--- config.mk ---
export PLATFORM = sky130hd
export DESIGN_NAME = semr_ctrl
export DESIGN_NICKNAME = d
export VERILOG_FILES = /design/src/hw/rtl/semr_pkg.sv /design/src/hw/rtl/semr_ctrl.sv
export VERILOG_INCLUDE_DIRS = /design/src /design/src/hw/rtl
export SDC_FILE = /design/constraint.sdc
export NUM_CORES = 1
export LEC_CHECK = 0
export ABC_AREA = 1
export BUFFER_PORTS_ARGS = -buffer_cell sky130_fd_sc_hd__buf_4
export CAP_MARGIN = 10
export CORE_AREA = 2 2 39 41
export CTS_CLUSTER_DIAMETER = 60
export DETAILED_ROUTE_END_ITERATION = 8
export DIE_AREA = 0 0 41 43
export GPL_TIMING_DRIVEN = 0
export MAX_ROUTING_LAYER = met4
export SKIP_LAST_GASP = 1
export SLEW_MARGIN = 5
export SYNTH_ARGS = -nofsm -noshare
export SYNTH_HDL_FRONTEND = slang
export SYNTH_SLANG_ARGS = --single-unit
export TNS_END_PERCENT = 1
--- constraint.sdc ---
create_clock -name clk -period 1.7 [get_ports clk]
set_input_delay 0.34 -clock clk [delete_from_list [all_inputs] [get_ports clk]]
set_output_delay 0.34 -clock clk [all_outputs]
set_load 0.01 [all_outputs]
--- src/hw/rtl/sobel_edge_magnitude_rgb_unit_macros.svh ---
// Assertion macros shared by the Sobel edge magnitude RTL.
`ifndef SOBEL_EDGE_MAGNITUDE_RGB_UNIT_MACROS_SVH
`define SOBEL_EDGE_MAGNITUDE_RGB_UNIT_MACROS_SVH

// same-cycle implication, clocked on clk, off during reset
`define SEMR_ASSERT_SAME(label, ante, cons, msg) \
    label: assert property (@(posedge clk) disable iff (!rst_n) (ante) |-> (cons)) \
        else $error(msg);

// next-cycle implication
`define SEMR_ASSERT_NEXT(label, ante, cons, msg) \
    label: assert property (@(posedge clk) disable iff (!rst_n) (ante) |=> (cons)) \
        else $error(msg);

`endif

--- src/hw/rtl/semr_pkg.sv ---
// Package: types and constants for the Sobel edge magnitude unit.
package semr_pkg;

    localparam int MAX_WIDTH   = 1024;
    localparam int COL_W       = $clog2(MAX_WIDTH);
    localparam int MAX_HEIGHT  = 4096;
    localparam int ROW_W       = 13;
    localparam int CFG_WIDTH_W = 11;
    localparam int CFG_HEIGHT_W = 13;
    localparam int CFG_DATA_W  = 13;
    localparam int PIX_W       = 24;
    localparam int SAT_LIMIT   = 65281;

    typedef struct packed {
        logic       command;
        logic [7:0] red;
        logic [7:0] green;
        logic [7:0] blue;
    } in_word_t;

    typedef struct packed {
        logic [7:0] out_red;
        logic [7:0] out_green;
        logic [7:0] out_blue;
        logic       frame_end;
    } out_word_t;

    typedef enum logic [0:0] {
        REG_IMAGE_WIDTH  = 1'b0,
        REG_IMAGE_HEIGHT = 1'b1
    } cfg_reg_t;

    typedef enum logic [3:0] {
        ST_IDLE,
        ST_UPDATE,
        ST_GRAD,
        ST_SQUARE,
        ST_SUM,
        ST_ROOT,
        ST_ROUND,
        ST_EMIT
    } state_t;

    typedef struct packed {
        logic accept;
        logic update;
        logic grad;
        logic square;
        logic sum;
        logic root_step;
        logic round;
        logic emit;
    } cmd_t;

    typedef struct packed {
        logic produce;
        logic root_last;
        logic out_free;
    } status_t;

endpackage

--- src/hw/rtl/semr_ctrl.sv ---
// Controller: sequences a word through update and, for a result, gradient, square root, output.
`include "sobel_edge_magnitude_rgb_unit_macros.svh"
module semr_ctrl (
    input  logic              clk,
    input  logic              rst_n,
    input  logic              in_valid,
    output logic              in_ready,
    input  semr_pkg::status_t status,
    output semr_pkg::cmd_t    cmd
);

    semr_pkg::state_t state_reg;
    semr_pkg::state_t state_next;

    always_ff @(posedge clk or negedge rst_n)
    begin
        if (!rst_n)
        begin
            state_reg <= semr_pkg::ST_IDLE;
        end
        else
        begin
            state_reg <= state_next;
        end
    end

    always_comb
    begin
        state_next = state_reg;
        cmd        = '0;
        in_ready   = 1'b0;
        unique case (state_reg)
            semr_pkg::ST_IDLE:
            begin
                in_ready = 1'b1;
                if (in_valid)
                begin
                    cmd.accept = 1'b1;
                    state_next = semr_pkg::ST_UPDATE;
                end
            end
            semr_pkg::ST_UPDATE:
            begin
                cmd.update = 1'b1;
                state_next = status.produce ? semr_pkg::ST_GRAD : semr_pkg::ST_IDLE;
            end
            semr_pkg::ST_GRAD:
            begin
                cmd.grad   = 1'b1;
                state_next = semr_pkg::ST_SQUARE;
            end
            semr_pkg::ST_SQUARE:
            begin
                cmd.square = 1'b1;
                state_next = semr_pkg::ST_SUM;
            end
            semr_pkg::ST_SUM:
            begin
                cmd.sum    = 1'b1;
                state_next = semr_pkg::ST_ROOT;
            end
            semr_pkg::ST_ROOT:
            begin
                cmd.root_step = 1'b1;
                if (status.root_last)
                begin
                    state_next = semr_pkg::ST_ROUND;
                end
            end
            semr_pkg::ST_ROUND:
            begin
                cmd.round  = 1'b1;
                state_next = semr_pkg::ST_EMIT;
            end
            semr_pkg::ST_EMIT:
            begin
                if (status.out_free)
                begin
                    cmd.emit   = 1'b1;
                    state_next = semr_pkg::ST_IDLE;
                end
            end
            default:
            begin
                state_next = semr_pkg::ST_IDLE;
            end
        endcase
    end

    `SEMR_ASSERT_NEXT(a_accept_update, in_valid && in_ready, state_reg == semr_pkg::ST_UPDATE, "accept not followed by update")
    `SEMR_ASSERT_SAME(a_emit_free, cmd.emit, status.out_free, "emit into a full output register")
    `SEMR_ASSERT_NEXT(a_root_stay, state_reg == semr_pkg::ST_ROOT && !status.root_last, state_reg == semr_pkg::ST_ROOT, "root left early")

endmodule

==> run metrics <==
Post-Syn Instances=38; Net Sw Frac=0.430; Final Max Slew Viols=0; Clock Power Share=0.186; global-route wire length before repair=959 um; # diodes=0; TritonRoute pass-1 iters=4; Worst Path Max Fanout=9; filler instances=159; leading area contributor after synthesis=dfrtp_1; Setup Total Neg Slack=0 ps; top cells by area, synth=dfrtp_1, nor2_1, inv_1; CP Capture Type=output pin; Post-DRT Antenna Nets=0; library cells used by synthesis=13; final core occ=0.287; DRC=0; Final period util=0.884; clk_lat worst skew=230 ps; VDD IR max=0.000557 V; Die H=43 um; Setup CP Type=flop to output pin; CTS buffer count=3; CP delay by family, top=flip-flops; die width=41 um; CP max-delay cell=dfrtp_1; Root Buffer=clkbuf_4; setup violators final=0; post-synthesis net count=44; Switch Pwr=288 uW; GP Congestion=0.805; Yosys reg bits=3; Initial Util=0.170; total die area=1760 um^2; Hold WS=423 ps; Mapped Area=235 um^2; Least-Margin Pin Slew=172 ps; Setup crit start kind=flop; fin nets=64; boundary pin count=15; slowest stage delay, CP=350 ps; number of global-route vias before repair=241; maxcap violations=0; Final Hold Vio Count=0; via count=285; Ys Warns=0; largest net degree at the start of global routing=10; Slew headroom=0.884; WP data arrival=1160 ps; most frequent cells in the layout=buf_4, nor2_1, inv_1, nand2_1; DR vias/cell=3.90; Post-DP Area=360 um^2; fraction of layout cells with a size suffix above 1=0.386; Reg power frac=0.194; DRT iter0 DRCs=2; Clock Skews=0.900 ps; leakage power=0.236 nW; clk sinks=3; min-delay worst type=input pin to flop; layout overhead on the synthesized area=68.6%; crit path cell chain=buf_4 > nor2_1 > inv_1 > nor2_1 > buf_4; total grt overflow=0; FP Rows=14; RSZ-0062 raised after global routing=no; Port Buffer Count=14; post-route cell area=397 um^2; status=completed; Fmax=665 MHz; Synth top area share=0.319; most common cell after layout, fill and taps aside=buf_4; register area share after synthesis=0.319; Routed WL=565 um; clk buf depth=2; non-filler instance count after layout=73; WL/cell=7.74 um; Post-Place Cells=68; Tmin final=1500 ps; Logic pwr share=0.620; CORE AREA=1380 um^2; DP Wirelength=426 um; power density over cell area=1690 nW/um^2; CP bufs+invs=3; Worst Path Required=1360 ps; Mean Syn Cell Area=6.19 um^2; max FFs per register=3; Clk pin slew, worst setup/hold paths=40 ps; initial antenna violation count=0; Global Route Usage Sum=0.0918; P_int=383 uW; CTS tree=yes; H-tree depth=1
## kinds of logic after synthesis
group | after synthesis | synth area share
DFF | 3 | 0.319
AOI/OAI and AO/OA | 3 | 0.0638
and+or+nand+nor | 21 | 0.410
buffers and inverters | 11 | 0.207
## path summary, 6_finish.rpt
check / slack (ps) / depth (start not counted) / startpoint / end
worst max register to register: 700 / 5 / state_reg[0] / state_reg[1]
worst min register to register: 580 / 2 / state_reg[0] / state_reg[0]
min in group asynchronous: 440 / 2 / rst_n / state_reg[2]
worst min-delay path: 420 / 4 / status[0] / state_reg[1]
worst max-delay path: 200 / 5 / state_reg[0] / cmd[5]
max in group asynchronous: 1170 / 2 / rst_n / state_reg[1]
## timing repair
action	in CTS	in global routing
hold endpoints to repair	3	0
hold buffers	1	0
setup buffers	0	0
setup endpoints to repair	0	0
resized for setup	0	0
## synth_stat cells
master    n
nor2_1   10
inv_1     7
nand2_1   4
dfrtp_1   3
buf_4     2
inv_2     2
nand3_1   2
nand4_1   2
o21ai_1   2
a21oi_1   1
and2_1    1
nor3_1    1
nor3_2    1
## power by group through the flow
stage	Sequential, mW	Combinational, mW	Clock, mW
6_report	0.130	0.416	0.125
5_1_grt	0.136	0.471	0.130
4_1_cts	0.130	0.419	0.131
3_5_place_dp	0.131	0.416	0
3_3_place_gp	0.130	0.412	0
2_1_floorplan	0.126	0.271	0
## stage by stage
| step | power, mW | setup WS [ps] |
|---|---|---|
| floorplan | 0.397 | 528 |
| global placement | 0.543 | 457 |
| detailed placement | 0.547 | 445 |
| CTS | 0.680 | 185 |
| global route | 0.738 | 117 |
| finish | 0.671 | 197 |
## worst reg2reg max path, cell delays in order, from the launching register on
cell and delay (ps):
dfrtp_1 350, buf_4 160, nor2_1 120, nand3_1 110, nand2_1 80, o21ai_1 60
## routing by layer
layer | GRT usage | up-vias | part of all wire
met4 | 0.120 | 0 | 0.039
met5 | - | - | 0
met1 | 0.110 | 117 | 0.44
met3 | 0.0314 | 2 | 0.099
met2 | 0.0969 | 14 | 0.42
li1 | - | 152 | -
## cell type report
class | instances | area (um^2) | share of cell area
inverters | 9 | 33.8 | 0.0852
plain buffers | 2 | 15.0 | 0.0379
clock buffers | 4 | 26.3 | 0.0662
flip-flops and latches | 3 | 75.1 | 0.189
well taps | 16 | 20.0 | 0.0505
multi-input cells | 24 | 111 | 0.281
repair buffers | 15 | 115 | 0.290
(Power assumes the default switching activity.)
